File: src/rtl/lrsa_pkg.sv
// lrsa_pkg: shared types for the loop ratio sync adjust unit
// no dependencies; imported by every module of the block
package lrsa_pkg;

    // pipeline control handed to each stage cell
    typedef struct packed {
        logic valid;
        logic adv;
    } pipe_ctl_t;

endpackage

File: src/rtl/lrsa_pick_cell.sv
// lrsa_pick_cell: one candidate of the search, compares it with the running best
// depends on lrsa_pkg; candidate layout {ok, neg, mag, n, m}
module lrsa_pick_cell #(
    parameter int CW  = 24,
    parameter int NC  = 6,
    parameter int IDX = 0
) (
    input  logic                     aclk,
    input  logic                     aresetn,
    input  lrsa_pkg::pipe_ctl_t      ctl,
    input  logic [3*CW+1:0]          best_in,
    input  logic [NC*(3*CW+2)-1:0]   cands_in,
    output logic                     valid_out,
    output logic [3*CW+1:0]          best_out,
    output logic [NC*(3*CW+2)-1:0]   cands_out
);
    import lrsa_pkg::*;

    localparam int CAND_W = 3 * CW + 2;

    logic [CAND_W-1:0]    cand_in;
    logic                 valid_a_reg;
    logic [CAND_W-1:0]    best_a_reg;
    logic [CAND_W-1:0]    cand_a_reg;
    logic [NC*CAND_W-1:0] cands_a_reg;
    logic [2*CW-1:0]      p_cand_reg;
    logic [2*CW-1:0]      p_best_reg;
    logic                 take;
    logic                 valid_b_reg;
    logic [CAND_W-1:0]    best_b_reg;
    logic [NC*CAND_W-1:0] cands_b_reg;

    assign cand_in = cands_in[IDX*CAND_W +: CAND_W];

    // cross products of the two error fractions
    always_ff @(posedge aclk) begin
        if (ctl.adv) begin
            p_cand_reg  <= (2*CW)'(cand_in[3*CW-1:2*CW]) * (2*CW)'(best_in[CW-1:0]);
            p_best_reg  <= (2*CW)'(best_in[3*CW-1:2*CW]) * (2*CW)'(cand_in[CW-1:0]);
            best_a_reg  <= best_in;
            cand_a_reg  <= cand_in;
            cands_a_reg <= cands_in;
        end
    end

    // an accepted candidate replaces the best when the best is not accepted or its error is strictly smaller
    assign take = cand_a_reg[CAND_W-1] && (!best_a_reg[CAND_W-1] || p_cand_reg < p_best_reg);

    always_ff @(posedge aclk) begin
        if (ctl.adv) begin
            best_b_reg  <= take ? cand_a_reg : best_a_reg;
            cands_b_reg <= cands_a_reg;
        end
    end

    // stage valids
    always_ff @(posedge aclk) begin
        if (!aresetn) begin
            valid_a_reg <= 1'b0;
            valid_b_reg <= 1'b0;
        end else if (ctl.adv) begin
            valid_a_reg <= ctl.valid;
            valid_b_reg <= valid_a_reg;
        end
    end

    assign valid_out = valid_b_reg;
    assign best_out  = best_b_reg;
    assign cands_out = cands_b_reg;

endmodule

File: config.mk
export PLATFORM = sky130hd
export DESIGN_NAME = lrsa_pick_cell
export DESIGN_NICKNAME = d
export VERILOG_FILES = /design/src/rtl/lrsa_pkg.sv /design/src/rtl/lrsa_pick_cell.sv
export SDC_FILE = /design/constraint.sdc
export NUM_CORES = 2
export LEC_CHECK = 0
export BUFFER_PORTS_ARGS = -buffer_cell sky130_fd_sc_hd__buf_2
export CORE_ASPECT_RATIO = 0.9
export CORE_MARGIN = 3
export CORE_UTILIZATION = 45
export DETAILED_ROUTE_END_ITERATION = 8
export PLACE_DENSITY = 0.68
export SETUP_SLACK_MARGIN = 0.5
export SYNTH_ARGS = -nofsm -noshare
export SYNTH_HDL_FRONTEND = slang
export SYNTH_SLANG_ARGS = --single-unit
File: constraint.sdc
create_clock -name aclk -period 7.55 [get_ports aclk]
set_input_delay 1.51 -clock aclk [delete_from_list [all_inputs] [get_ports aclk]]
set_output_delay 1.51 -clock aclk [all_outputs]
set_load 0.02 [all_outputs]
Word-level counts from Yosys, hierarchy flattened
Index checks and enable logic that the tools add are counted.
W data, S select, Z words.
- flip-flop bits (word level): 1208
- output and inout bits: 519
- logic and storage cells: 16
- $mul: 2
- magnitude comparators: 1
- mux-type cells: 1
- reduce and logical (&&, ||, !) cells: 3
- operators by type and width (cell ; count):
    $mul A24 B24 Y48 ; 2
    $mux W74 ; 1
    $lt A48 B48 Y1 ; 1
    $logic_and A1 B1 Y1 ; 1
    $logic_not A1 Y1 ; 1
    $logic_or A1 B1 Y1 ; 1

Logic depth before layout (Yosys ltp)
- word-level depth: 4
- mapped depth: 26

Worst setup path after synthesis
No wires, ideal clock.
- kind: input to register
- start: input port best_in[3]
- end: register p_cand_reg[47] (data pin)
- arrival time: 7.661 ns
- required time: 7.290 ns
- slack: -0.371 ns
- stages on the path: 26
- buffers on the path: 1
- path through: clkbuf_1 > nand2_1 > fa_1 > inv_1 > fa_1 > inv_1 > fa_1 > inv_1 > fa_1 > inv_1 > fa_1 > inv_1 > fa_1 > inv_1 > fa_1 > inv_1 > ha_1 > a211oi_1 > o21ai_0 > a41oi_1 > o21ai_0 > a21bo_2 > a211oi_1 > o31ai_1 > a31oi_1 > xnor2_1
- longest elaborated chain between the ends: 1
- RTL lines (item ; line ; source):
    start, declared ; lrsa_pick_cell.sv:11 ; input logic [3*CW+1:0] best_in,
    $mul A24 B24 Y48 ; lrsa_pick_cell.sv:38 ; p_cand_reg <= (2*CW)'(cand_in[3*CW-1:2*CW]) * (2*CW)'(best_in[CW-1:0]);
    end signal, assigned ; lrsa_pick_cell.sv:38 ;
    end, declared ; lrsa_pick_cell.sv:26 ; logic [2*CW-1:0] p_cand_reg;
Every way passes these cells.
A chain may end at the register's enable or synchronous reset.

Worst setup path in the final report
- start: input port best_in[55]
- end: register p_best_reg[45] (data pin)
- longest elaborated chain between the ends: 1
- RTL lines (item ; line ; source):
    $mul A24 B24 Y48 ; lrsa_pick_cell.sv:39 ; p_best_reg <= (2*CW)'(best_in[3*CW-1:2*CW]) * (2*CW)'(cand_in[CW-1:0]);
    end signal, assigned ; lrsa_pick_cell.sv:39 ;
    end, declared ; lrsa_pick_cell.sv:27 ; logic [2*CW-1:0] p_best_reg;
Every way passes these cells.

==> flow_summary.rst <==
.. list-table::
   :header-rows: 1

   * - Metric
     - Value
   * - Run status
     - completed
   * - Post-route clock period utilization
     - 94.6%
   * - Setup repair after global routing missed its margin
     - yes
   * - Post-synthesis cell type count
     - 60
   * - Relative slew margins
     - 28.3%
   * - Starting density of the core
     - 45.6%
   * - Antenna violations before repair
     - 99
   * - Vias
     - 50500
   * - Top FF cell, synth
     - sky130_fd_sc_hd__edfxtp_1
   * - Complex-gate fraction of the synthesized area
     - 3.89%
   * - Pin count of the biggest net entering global routing
     - 175
   * - Hold Violations, Final
     - 0
   * - Flip-flop count of the largest register, all copies and words added
     - 444
   * - Number of pins with negative max-slew slack in the final report
     - 0
   * - Setup skew after layout
     - 0.0833 ns
   * - Met1 layer usage reported by global route
     - 39.8%
   * - Number of nets with antenna violations after routing
     - 0
   * - Overall routed net length
     - 256000 µm
   * - First-pass GRT wire length
     - 360000 µm
   * - Highest-utilization routing layer at the global route stage
     - met2
   * - Cell with the most instances after synthesis
     - sky130_fd_sc_hd__inv_1
   * - Growth of design area from synthesis to finish
     - 23.8%
   * - Post-Synth Simple-Gate Area
     - 9.55%
   * - Cell type contributing the most total cell area after synthesis
     - sky130_fd_sc_hd__edfxtp_1
   * - Post-synth EDFFs
     - 1132
   * - Clock tree from TritonCTS
     - built
   * - Post-cts hold buffer count
     - 0
   * - Area of the die
     - 170000 µm²
   * - # H-tree levels
     - 3
   * - Post-CTS clock slew at the launch and capture registers of the worst setup and hold paths
     - 0.07 ns
   * - Insertion delay of the later-clocked pin in the worst-skew pair
     - 0.78 ns
   * - Post-Synthesis Net Count
     - 7678
   * - Dominant combinational cell family by area after synthesis
     - adder cells
   * - Die H
     - 392 µm
   * - Count of input and output buffers
     - 1040
   * - YS warnings
     - 0
   * - Half-perimeter wire length after detailed placement
     - 208000 µm
   * - Pre-antenna DRT Iters
     - 8
   * - Slew at the pin with the worst max-slew slack
     - 1.08 ns
   * - Routed WL per cell
     - 27.0 µm
   * - Area share of the largest cell type after synthesis
     - 45.7%
   * - CORE AREA
     - 163000 µm²
   * - Die width
     - 434 µm
   * - Final hold slack
     - 0.369 ns
   * - Gp weighted congestion
     - 0.949
   * - Gate Count Post-Synth
     - 5797
   * - Via density
     - 5.31
   * - Worst min-delay path category
     - reg2reg
   * - Fraction of synthesized cell area in xor and xnor cells
     - 1.05%
   * - Syn Std Cell Area
     - 74400 µm²
   * - Kind of start point of the critical path
     - input pin
   * - Post-synth ARST share
     - 0%
   * - Number of nets in the layout
     - 9121
   * - Setup-violating endpoint count in the final report
     - 0
   * - Post-synthesis adder-cell area fraction
     - 32.6%
   * - Iter 0 DRT Violations
     - 4532
   * - Required time worst endpoint
     - 8.01 ns
   * - Timing startpoint of the critical path
     - best_in[55]
   * - DP Area
     - 85800 µm²
   * - Global Route Usage Sum
     - 29.8%
   * - Site Rows
     - 140
   * - Number of primary I/O pins
     - 1041
   * - Highest clock rate
     - 140 MHz
   * - Critical-path maximum fanout
     - 14
   * - Ratio of cells with drive above 1 in the final layout
     - 28.2%
   * - Data arrival time of the worst path
     - 7.60 ns
   * - Post-route minimum period
     - 7.14 ns
   * - Number of remaining DRC errors
     - 0
   * - GRT overflow
     - 0
   * - Total Neg Setup Slack
     - 0 ns
   * - CTS max path bufs
     - 3
   * - Dominant cells by area after synthesis
     - sky130_fd_sc_hd__edfxtp_1 46%, sky130_fd_sc_hd__fa_1 26%, sky130_fd_sc_hd__ha_1 6.6%
   * - Multiplexer area fraction after synthesis
     - 0.0404%
   * - Total clock buffers created by CTS
     - 115
   * - Worst hold path startpoint
     - cands_a_reg[382]
   * - GR Layer Usage met2
     - 45.1%
   * - Sequential element share of the synthesized area
     - 45.8%
   * - Total of flip-flops plus latches after synthesis
     - 1134
   * - Crit Path Class
     - in2reg
   * - Max capacitance violation total
     - 0
   * - R2r startpoint
     - p_cand_reg[5]
   * - Capturing element type of the critical path
     - register
   * - Vias in the first global route
     - 51400
   * - Cell at the root of the clock tree
     - sky130_fd_sc_hd__clkbuf_16
   * - Cells after DPL
     - 9186
   * - Final Instance Count excl. Fillers
     - 9503
   * - CTS sink cnt
     - 1134
   * - Most numerous cell types in the synthesized netlist
     - 1162 x sky130_fd_sc_hd__inv_1, 1132 x sky130_fd_sc_hd__edfxtp_1, 964 x sky130_fd_sc_hd__fa_1
   * - Final cell area excluding filler cells
     - 92000 µm²
   * - Met3 global-route usage
     - 9.46%
   * - Synthesized area per cell
     - 12.8 µm²
==> final cells by class <==
class | count | area (µm²)
clock buffer | 137 | 2960
inverter | 1162 | 4360
fill | 13300 | 70900
timing repair buffer | 1571 | 10400
antenna | 39 | 97.6
sequential | 1134 | 34000
tap | 2130 | 2670
multi-input combinational | 3256 | 36700
clock inverter | 74 | 828
==> critical path: stages <==
cell	delay (ns)
sky130_fd_sc_hd__buf_6	0.18
sky130_fd_sc_hd__buf_4	0.18
sky130_fd_sc_hd__and2_1	0.15
sky130_fd_sc_hd__fa_1	0.45
sky130_fd_sc_hd__fa_1	0.52
sky130_fd_sc_hd__inv_1	0.06
sky130_fd_sc_hd__fa_1	0.54
sky130_fd_sc_hd__inv_2	0.04
sky130_fd_sc_hd__fa_2	0.39
sky130_fd_sc_hd__fa_1	0.51
sky130_fd_sc_hd__fa_1	0.54
sky130_fd_sc_hd__inv_1	0.05
sky130_fd_sc_hd__fa_1	0.53
sky130_fd_sc_hd__inv_2	0.06
sky130_fd_sc_hd__ha_4	0.24
sky130_fd_sc_hd__buf_6	0.13
sky130_fd_sc_hd__a21oi_4	0.18
sky130_fd_sc_hd__o21ai_4	0.09
sky130_fd_sc_hd__a41oi_4	0.23
sky130_fd_sc_hd__o31ai_4	0.09
sky130_fd_sc_hd__a41o_1	0.26
sky130_fd_sc_hd__buf_4	0.16
sky130_fd_sc_hd__o2111a_1	0.24
sky130_fd_sc_hd__nor3_2	0.14
sky130_fd_sc_hd__xnor2_1	0.11
==> layout by cell type, fill, tap and decap left out, drive strengths merged, types with 12 or more instances in the layout <==
cell type,instances
a21oi,95
a21o,73
xor2,32
nor2,39
clkinv,50
diode,39
xnor2,57
a221o,75
o21bai,17
ha,395
a31oi,16
and3,83
buf,1562
nand4,24
nand3,18
clkbuf,146
and2,573
edfxtp,1132
nor2b,12
nand2,628
o21ai,49
inv,1169
fa,964
==> per-layer routing <==
| layer | vias to the layer above | wire [µm] |
|---|---|---|
| met1 | 26000 | 99900 |
| li1 | 21500 | - |
| met4 | 48 | 13000 |
| met5 | - | 305 |
| met3 | 523 | 28800 |
| met2 | 2403 | 115000 |
==> metrics by stage <==
stage               utilization [%]  setup slack [ns]
floorplan                         -           -0.0713
global placement               52.7            -0.527
detailed placement             52.7            -0.639
CTS                            55.6             0.442
global route                   56.4             0.240
finish                         56.5             0.408
==> path summary, 6_finish.rpt <==
kind	to	cells after the start	slack (ns)
worst max-delay path	p_best_reg[45]	25	0.41
worst min-delay path	cands_out[382]	0	0.37
worst max register to register	best_out[26]	12	2.91
worst min register to register	cands_out[382]	0	0.37
==> kinds of logic after synthesis <==
family,after synthesis
fa+ha+maj,1359
flops,1134
compound gates,400
buf+inv,1407
xor+xnor,89
simple gates,1405
mux,3
==> timing repair <==
action	4_1_cts	5_1_grt
resized for setup	209	251
endpoints found under the setup margin	24	38
pin swaps	96	150
cloned	0	4
buffers inserted	27	36
Power is not shown: default switching activity piles up to over one toggle a cycle in this logic, so the estimate is an artifact.
