===== src/rtl/lrsa_pkg.sv =====
// lrsa_pkg: shared types for the loop ratio sync adjust unit
// no dependencies; imported by every module of the block
package lrsa_pkg;

    // pipeline control handed to each stage cell
    typedef struct packed {
        logic valid;
        logic adv;
    } pipe_ctl_t;

endpackage


===== src/rtl/lrsa_div_cell.sv =====
// lrsa_div_cell: one restoring-division step, resolves one quotient bit
// depends on lrsa_pkg
module lrsa_div_cell #(
    parameter int NUM_W  = 26,
    parameter int DEN_W  = 25,
    parameter int Q_W    = 24,
    parameter int BIT    = 0,
    parameter int SIDE_W = 1
) (
    input  logic              aclk,
    input  logic              aresetn,
    input  lrsa_pkg::pipe_ctl_t ctl,
    input  logic [NUM_W-1:0]  rem_in,
    input  logic [DEN_W-1:0]  den_in,
    input  logic [Q_W-1:0]    quo_in,
    input  logic [SIDE_W-1:0] side_in,
    output logic              valid_out,
    output logic [NUM_W-1:0]  rem_out,
    output logic [DEN_W-1:0]  den_out,
    output logic [Q_W-1:0]    quo_out,
    output logic [SIDE_W-1:0] side_out
);
    import lrsa_pkg::*;

    localparam int XW = (NUM_W > DEN_W + BIT) ? NUM_W : DEN_W + BIT;

    logic [XW-1:0]     rem_x;
    logic [XW-1:0]     den_x;
    logic [XW-1:0]     diff;
    logic              ge;
    logic [NUM_W-1:0]  rem_next;
    logic [Q_W-1:0]    quo_next;
    logic              valid_reg;
    logic [NUM_W-1:0]  rem_reg;
    logic [DEN_W-1:0]  den_reg;
    logic [Q_W-1:0]    quo_reg;
    logic [SIDE_W-1:0] side_reg;

    // trial subtract of the shifted divisor
    always_comb begin
        rem_x         = XW'(rem_in);
        den_x         = XW'(den_in) << BIT;
        ge            = rem_x >= den_x;
        diff          = rem_x - den_x;
        rem_next      = ge ? diff[NUM_W-1:0] : rem_in;
        quo_next      = quo_in;
        quo_next[BIT] = ge;
    end

    // stage valid
    always_ff @(posedge aclk) begin
        if (!aresetn) begin
            valid_reg <= 1'b0;
        end else if (ctl.adv) begin
            valid_reg <= ctl.valid;
        end
    end

    // stage payload
    always_ff @(posedge aclk) begin
        if (ctl.adv) begin
            rem_reg  <= rem_next;
            den_reg  <= den_in;
            quo_reg  <= quo_next;
            side_reg <= side_in;
        end
    end

    assign valid_out = valid_reg;
    assign rem_out   = rem_reg;
    assign den_out   = den_reg;
    assign quo_out   = quo_reg;
    assign side_out  = side_reg;

endmodule


===== src/rtl/lrsa_div.sv =====
// lrsa_div: pipelined divider built as a chain of one-bit cells
// depends on lrsa_pkg and lrsa_div_cell
module lrsa_div #(
    parameter int NUM_W  = 26,
    parameter int DEN_W  = 25,
    parameter int Q_W    = 24,
    parameter int SIDE_W = 1
) (
    input  logic              aclk,
    input  logic              aresetn,
    input  logic              adv,
    input  logic              valid_in,
    input  logic [NUM_W-1:0]  num_in,
    input  logic [DEN_W-1:0]  den_in,
    input  logic [SIDE_W-1:0] side_in,
    output logic              valid_out,
    output logic [Q_W-1:0]    quo_out,
    output logic [SIDE_W-1:0] side_out
);
    import lrsa_pkg::*;

    logic              vld  [0:Q_W];
    logic [NUM_W-1:0]  rem  [0:Q_W];
    logic [DEN_W-1:0]  den  [0:Q_W];
    logic [Q_W-1:0]    quo  [0:Q_W];
    logic [SIDE_W-1:0] side [0:Q_W];

    assign vld[0]  = valid_in;
    assign rem[0]  = num_in;
    assign den[0]  = den_in;
    assign quo[0]  = '0;
    assign side[0] = side_in;

    // most significant quotient bit first
    for (genvar k = 0; k < Q_W; k++) begin : g_cell
        pipe_ctl_t ctl;
        assign ctl.valid = vld[k];
        assign ctl.adv   = adv;
        lrsa_div_cell #(
            .NUM_W (NUM_W),
            .DEN_W (DEN_W),
            .Q_W   (Q_W),
            .BIT   (Q_W - 1 - k),
            .SIDE_W(SIDE_W)
        ) u_cell (
            .aclk     (aclk),
            .aresetn  (aresetn),
            .ctl      (ctl),
            .rem_in   (rem[k]),
            .den_in   (den[k]),
            .quo_in   (quo[k]),
            .side_in  (side[k]),
            .valid_out(vld[k+1]),
            .rem_out  (rem[k+1]),
            .den_out  (den[k+1]),
            .quo_out  (quo[k+1]),
            .side_out (side[k+1])
        );
    end

    assign valid_out = vld[Q_W];
    assign quo_out   = quo[Q_W];
    assign side_out  = side[Q_W];

endmodule


===== config.mk =====
export PLATFORM = sky130hd
export DESIGN_NAME = lrsa_div
export DESIGN_NICKNAME = d
export VERILOG_FILES = /design/src/rtl/lrsa_pkg.sv /design/src/rtl/lrsa_div_cell.sv /design/src/rtl/lrsa_div.sv
export SDC_FILE = /design/constraint.sdc
export NUM_CORES = 2
export LEC_CHECK = 0
export BUFFER_PORTS_ARGS = -buffer_cell sky130_fd_sc_hd__buf_2
export CORE_MARGIN = 5
export CORE_UTILIZATION = 43
export CTS_BUF_LIST = sky130_fd_sc_hd__clkbuf_8
export DETAILED_ROUTE_END_ITERATION = 10
export PLACE_DENSITY = 0.56
export SETUP_SLACK_MARGIN = 0.3
export SLEW_MARGIN = 30
export SYNTH_ARGS = -nofsm -noshare
export SYNTH_HDL_FRONTEND = slang
export SYNTH_SLANG_ARGS = --single-unit

===== constraint.sdc =====
create_clock -name aclk -period 3.5 [get_ports aclk]
set_clock_uncertainty 0.05 [all_clocks]
set_input_delay 0.525 -clock aclk [delete_from_list [all_inputs] [get_ports aclk]]
set_output_delay 0.525 -clock aclk [all_outputs]
set_load 0.1 [all_outputs]

# Yosys cells after proc, flatten, opt, wreduce, memory -nomap -nowiden

Cells that the tools add are included.

Register bits: 1521
Input port bits: 56
Output and inout bits: 26
Word-level logic and storage cells: 188

$add $sub $neg: 23
Magnitude comparators: 24
Mux-type cells: 23

Operators with widths:

| operator                                         | count |
|---|---|
| 26-bit two-way mux                               | 23 |
| 26-bit subtractor                                | 23 |
| 26-bit by 48-bit >= comparator with 1-bit output | 1 |
| 26-bit by 47-bit >= comparator with 1-bit output | 1 |
| 26-bit by 46-bit >= comparator with 1-bit output | 1 |
| 26-bit by 45-bit >= comparator with 1-bit output | 1 |
| 26-bit by 44-bit >= comparator with 1-bit output | 1 |
| 26-bit by 43-bit >= comparator with 1-bit output | 1 |
| 26-bit by 42-bit >= comparator with 1-bit output | 1 |
| 26-bit by 41-bit >= comparator with 1-bit output | 1 |
| 26-bit by 40-bit >= comparator with 1-bit output | 1 |
| 26-bit by 39-bit >= comparator with 1-bit output | 1 |
| 26-bit by 38-bit >= comparator with 1-bit output | 1 |
| 26-bit by 37-bit >= comparator with 1-bit output | 1 |
| 26-bit by 36-bit >= comparator with 1-bit output | 1 |
| 26-bit by 35-bit >= comparator with 1-bit output | 1 |
| 26-bit by 34-bit >= comparator with 1-bit output | 1 |
| 26-bit by 33-bit >= comparator with 1-bit output | 1 |
| 26-bit by 32-bit >= comparator with 1-bit output | 1 |
| 26-bit by 31-bit >= comparator with 1-bit output | 1 |
| 26-bit by 30-bit >= comparator with 1-bit output | 1 |
| 26-bit by 29-bit >= comparator with 1-bit output | 1 |
| 26-bit by 28-bit >= comparator with 1-bit output | 1 |
| 26-bit by 27-bit >= comparator with 1-bit output | 1 |
| other kinds (2)                                  | 2 |

# Depth between registers and ports, before layout

Depth after elaboration: 2
Gate-level depth with buffers: 12
Depth with buffers taken out: 12

# Modules after synthesis

Synthesis repeated with hierarchy kept, for this count alone.

Cells, all modules: 5491
Area, all modules: 82043.7 sq um

By module, submodules not included:

| module                             | times used | cells an instance | area each (sq um) | seq. area each (sq um) |
|---|---|---|---|---|
| lrsa_div_cell at g_cell[20].u_cell | 1          | 359               | 4246.6            | 2302.2 |
| lrsa_div_cell at g_cell[22].u_cell | 1          | 332               | 4210.3            | 2302.2 |
| lrsa_div_cell at g_cell[21].u_cell | 1          | 335               | 4192.8            | 2302.2 |
| lrsa_div_cell at g_cell[23].u_cell | 1          | 343               | 4122.7            | 2302.2 |
| lrsa_div_cell at g_cell[18].u_cell | 1          | 290               | 3885.0            | 2302.2 |
| lrsa_div_cell at g_cell[19].u_cell | 1          | 314               | 3862.5            | 2302.2 |
| lrsa_div_cell at g_cell[17].u_cell | 1          | 274               | 3853.7            | 2302.2 |
| lrsa_div_cell at g_cell[15].u_cell | 1          | 283               | 3787.4            | 2302.2 |
| lrsa_div_cell at g_cell[16].u_cell | 1          | 268               | 3711.1            | 2302.2 |
| lrsa_div_cell at g_cell[14].u_cell | 1          | 258               | 3643.5            | 2302.2 |
| lrsa_div_cell at g_cell[13].u_cell | 1          | 249               | 3540.9            | 2302.2 |
| lrsa_div_cell at g_cell[12].u_cell | 1          | 229               | 3468.3            | 2302.2 |
| lrsa_div_cell at g_cell[10].u_cell | 1          | 214               | 3337.0            | 2302.2 |
| lrsa_div_cell at g_cell[11].u_cell | 1          | 221               | 3308.2            | 2302.2 |
| 11 more rows                       | -          | -                 | -                 | - |

# Worst setup path before layout

Ideal clock, no wire load.

Path kind: flip-flop to flip-flop
From: register g_cell[19].u_cell.rem_reg[3]
To: register g_cell[20].u_cell.rem_reg[25] (data pin)
Setup time: 0.260 ns
Arrival time: 2.740 ns
Data required time: 3.190 ns
Setup slack: 0.451 ns
Cell stages (with the launch flop): 13
Path buffers: 0
Period minus slack after synthesis: 3.049 ns
Cell sequence: edfxtp_1 > inv_1 > ha_1 > inv_1 > fa_1 > a21o_1 > a221oi_1 > o21ai_0 > a311oi_1 > a211oi_1 > mux2i_1 > o2111ai_1 > mux2_2

Word-level cells in the longest chain between the ends: 2
Elaborated cells between the ends (all ways): 3
Those cells by class: add/sub: 1; order compare: 1; mux: 1

Ends and longest elaborated chain:

| what                                                                                         | RTL line                                 | source |
|---|---|---|
| from (decl)                                                                                  | lrsa_div_cell.sv:34                      | `logic [NUM_W-1:0] rem_reg;` |
| from (signal assigned)                                                                       | lrsa_div_cell.sv:62                      | `rem_reg <= rem_next;` |
| 26-bit subtractor / 26-bit by 28-bit >= comparator with 1-bit output (equally long branches) | lrsa_div_cell.sv:44, lrsa_div_cell.sv:43 |  |
| 26-bit two-way mux *                                                                         | lrsa_div_cell.sv:45                      | `rem_next = ge ? diff[NUM_W-1:0] : rem_in;` |
| net g_cell[20].u_cell.rem_next[25]                                                           | lrsa_div_cell.sv:31                      | `logic [NUM_W-1:0] rem_next;` |
| to (signal assigned)                                                                         | lrsa_div_cell.sv:62                      |  |
| to (decl)                                                                                    | lrsa_div_cell.sv:34                      |  |

The timed path passes the listed nets; every way through them passes the cells marked *.
A chain may end at the register's enable or synchronous reset.

# Worst setup path after layout

Same ends and word-level chain as after synthesis.

==> results by group <==
Critical path
  • CP Launch Point: g_cell[19].u_cell.rem_out[3]
  • Setup crit start kind: flop
  • CP Max Fanout: 4
  • Worst setup path category: flop to flop
  • CP arrival: 3830 ps
  • CP Capture Type: flop
  • CP required: 4100 ps
  • R2R depth: 15
  • R2r startpoint: g_cell[19].u_cell.rem_out[3]

Yosys
  • Synth Flop Type: edfxtp_1
  • Count leader, synth: edfxtp_1
  • Sequential share of the synthesized area: 67.21%
  • XOR/XNOR Fraction of Synth Area: 2.915%
  • Post-synthesis register bit count: 1,521
  • Netlist Area Pre-Place: 67,600 sq um
  • Ranking of synthesized cells by area: edfxtp_1, ha_1, mux2_2
  • Largest family of logic cells by synthesized area: compound AO/OA/AOI/OAI gates
  • Adder-cell share of the synthesized area: 7.103%
  • Commonest cells in the netlist: edfxtp_1, inv_1, ha_1, mux2_2, a21oi_1
  • Syn Inst Count: 4,633
  • Post-Syn Area per Cell: 14.59 sq um
  • Post-synthesis mux area share: 4.899%
  • Post-synth ARST share: 0%
  • Post-synthesis simple-gate area fraction: 7.122%
  • Post-synth cell types: 92
  • Syn_nets: 5,059
  • Yosys top cell area share: 66.50%
  • Post-synth top area cell: edfxtp_1
  • Post-synth EDFFs: 1,497
  • Warnings from Yosys: 0
  • Post-synthesis compound-gate area fraction: 7.796%

Power and ir drop
  • Peak supply drop: 0.0003571 V
  • Tot Pwr: 41.93 mW
  • Leakage: 30.34 nW
  • PwrDens: 533.8 nW/um^2

CTS
  • Root buf cell: clkbuf_8
  • Cts bufs inserted: 286
  • # H-tree levels: 5
  • CTS sink cnt: 1,521
  • Worst-path clk slew: 60 ps
  • CTS tree: done
  • Clock Tree Buf Depth: 4
  • Clock latency on the worst-skew pair: 950 ps

Placed design
  • GP Congestion: 0.8737
  • Port buffer count: 81
  • DP HPWL: 94.93 mm

Global route
  • Gr ovfl total: 0
  • First-pass GRT wire length: 211.2 mm
  • Initial antenna violation count: 3
  • GR Util All Layers: 16.24%
  • Largest net degree at the start of global routing: 91
  • Vias in the first global route: 39,330

Drt
  • Routed metal-1 wirelength: 55.84 mm
  • Routed wl met2: 69.67 mm
  • Wire per inst: 18.31 um
  • Routed wl met3: 5.455 mm
  • 1st-pass router iterations: 5
  • Vias per inst: 5.146
  • Max layer used: met4
  • 1st-iter DRT viols: 2,200
  • Final ANT Viol Nets: 0
  • Residual DRC count: 0
  • Routed wire length: 136.3 mm
  • Via count: 38,310

Die
  • Chip height: 406.5 um
  • Die width: 406.5 um
  • IO Count: 82
  • Rows: 145
  • Area of the die: 165,200 sq um
  • Total core area: 156,200 sq um
  • Initial Utilization: 43.28%

STA
  • Worst Max-Slew Pin Slew: 831.7 ps
  • # setup viols final: 0
  • Max-slew headroom: 43.96%
  • Max Fclk: 309.8 MHz
  • Fin crit share: 92.22%
  • Final Hold Violating Endpoints: 0
  • Hold Slack: 248.9 ps
  • RSZ-0062 raised after global routing: yes
  • Slew Limit Fails: 0
  • Minimum clock period after layout: 3228 ps

Outcome
  • Outcome: complete, no violations

Worst hold path
  • HP Class: primary input to flop
  • HP Start: side_in
  • Hold depth: 2

Job
  • Max_cap viols: 0

Layout
  • Syn-to-layout area delta: 16.19%
  • Layout cells sized above 1: 18.26%
  • Final #Nets: 5,625
  • Post-layout util: 50.29%
## cells in the final DEF, fill, tap and decap left out, types with 24 or more instances in the layout
cell type / instances
dlygate4sd3_1: 56
xor2_1: 84
mux2_2: 206
o21ai_0: 149
nand4_1: 54
edfxtp_1: 1497
o21a_1: 49
clkbuf_8: 295
o211ai_1: 25
nor3_1: 67
ha_1: 317
inv_1: 538
a21o_1: 123
buf_2: 80
dfxtp_1: 24
xnor2_1: 141
nand2b_1: 38
nand3_1: 55
buf_12: 33
nor4_1: 100
clkinv_1: 63
nor2_1: 194
buf_4: 146
nor2b_1: 77
nand2_1: 170
a21oi_1: 193
mux2i_1: 68
## sequential cells by signal (all words and copies together), names as in the netlist
register                 cells
g_cell.u_cell.rem_out      598
g_cell.u_cell.side_out      24
g_cell.u_cell.valid_out     24
g_cell.u_cell.den_out      575
g_cell.u_cell.quo_out      300
## per-stage QoR
step	cells	worst slack, ps	area, sq um	TNS, ps
finish	7445	272.3	78550	0
detailed placement	6848	64.08	71660	0
CTS	7396	237.2	77490	0
global route	7444	160.9	78550	0
global placement	6848	-43.87	71660	-43.87
floorplan	4633	450.7	67600	0
## worst paths after layout
path / slack [ps] / to
worst min register to register: 350 / g_cell[6].u_cell.rem_out[0]
worst max-delay path: 270 / g_cell[20].u_cell.rem_out[25]
worst min-delay path: 250 / g_cell[0].u_cell.side_out
worst max register to register: 270 / g_cell[20].u_cell.rem_out[25]
## metal layers
metal / track usage [%] / up-vias
li1: - / 18710
met1: 19.27 / 18520
met2: 28.82 / 730
met3: 3.010 / 347
met4: 7.195 / 0
met5: 0 / -
## worst max-delay path: stages, from the launching register on
cell and delay (ps):
edfxtp_1 400, inv_2 90, ha_4 130, inv_2 40, fa_2 380, a21o_1 220
a221oi_2 230, buf_4 150, o21ai_2 50, buf_6 130, a311oi_4 280, buf_4 190
a211oi_4 70, mux2i_1 170, o2111ai_1 110, mux2_4 270
## cells by family after synthesis
kind of cell    after synthesis
buf+inv                     510
mux                         296
compound gates              799
flops                      1521
xor+xnor                    225
fa+ha+maj                   370
simple gates                912
## final cells by class
type	count	area (sq um)
fillers	13340	77660
repair buffers	325	2905
clock buffers	295	4060
flip-flops and latches	1521	45430
multi-input cells	2604	20980
clock inverters	178	848.3
inverters	461	1735
well taps	2058	2575
diodes	3	7.507
## power breakdown
part           switching (mW)  leakage [nW]  internal [mW]
sequential              0.594          14.9           21.3
combinational            2.77          12.6           2.12
clock                    7.02          2.82           8.10
## timing repair
action / CTS / global route
setup endpoints to repair: 157 / 230
buffers inserted: 17 / 39
gates cloned: 2 / 7
resized for setup: 42 / 124
endpoints found under the hold margin: 106 / 0
hold buffers: 56 / 0
pin swaps: 17 / 36
No activity file was read; power rests on OpenSTA's default activity.
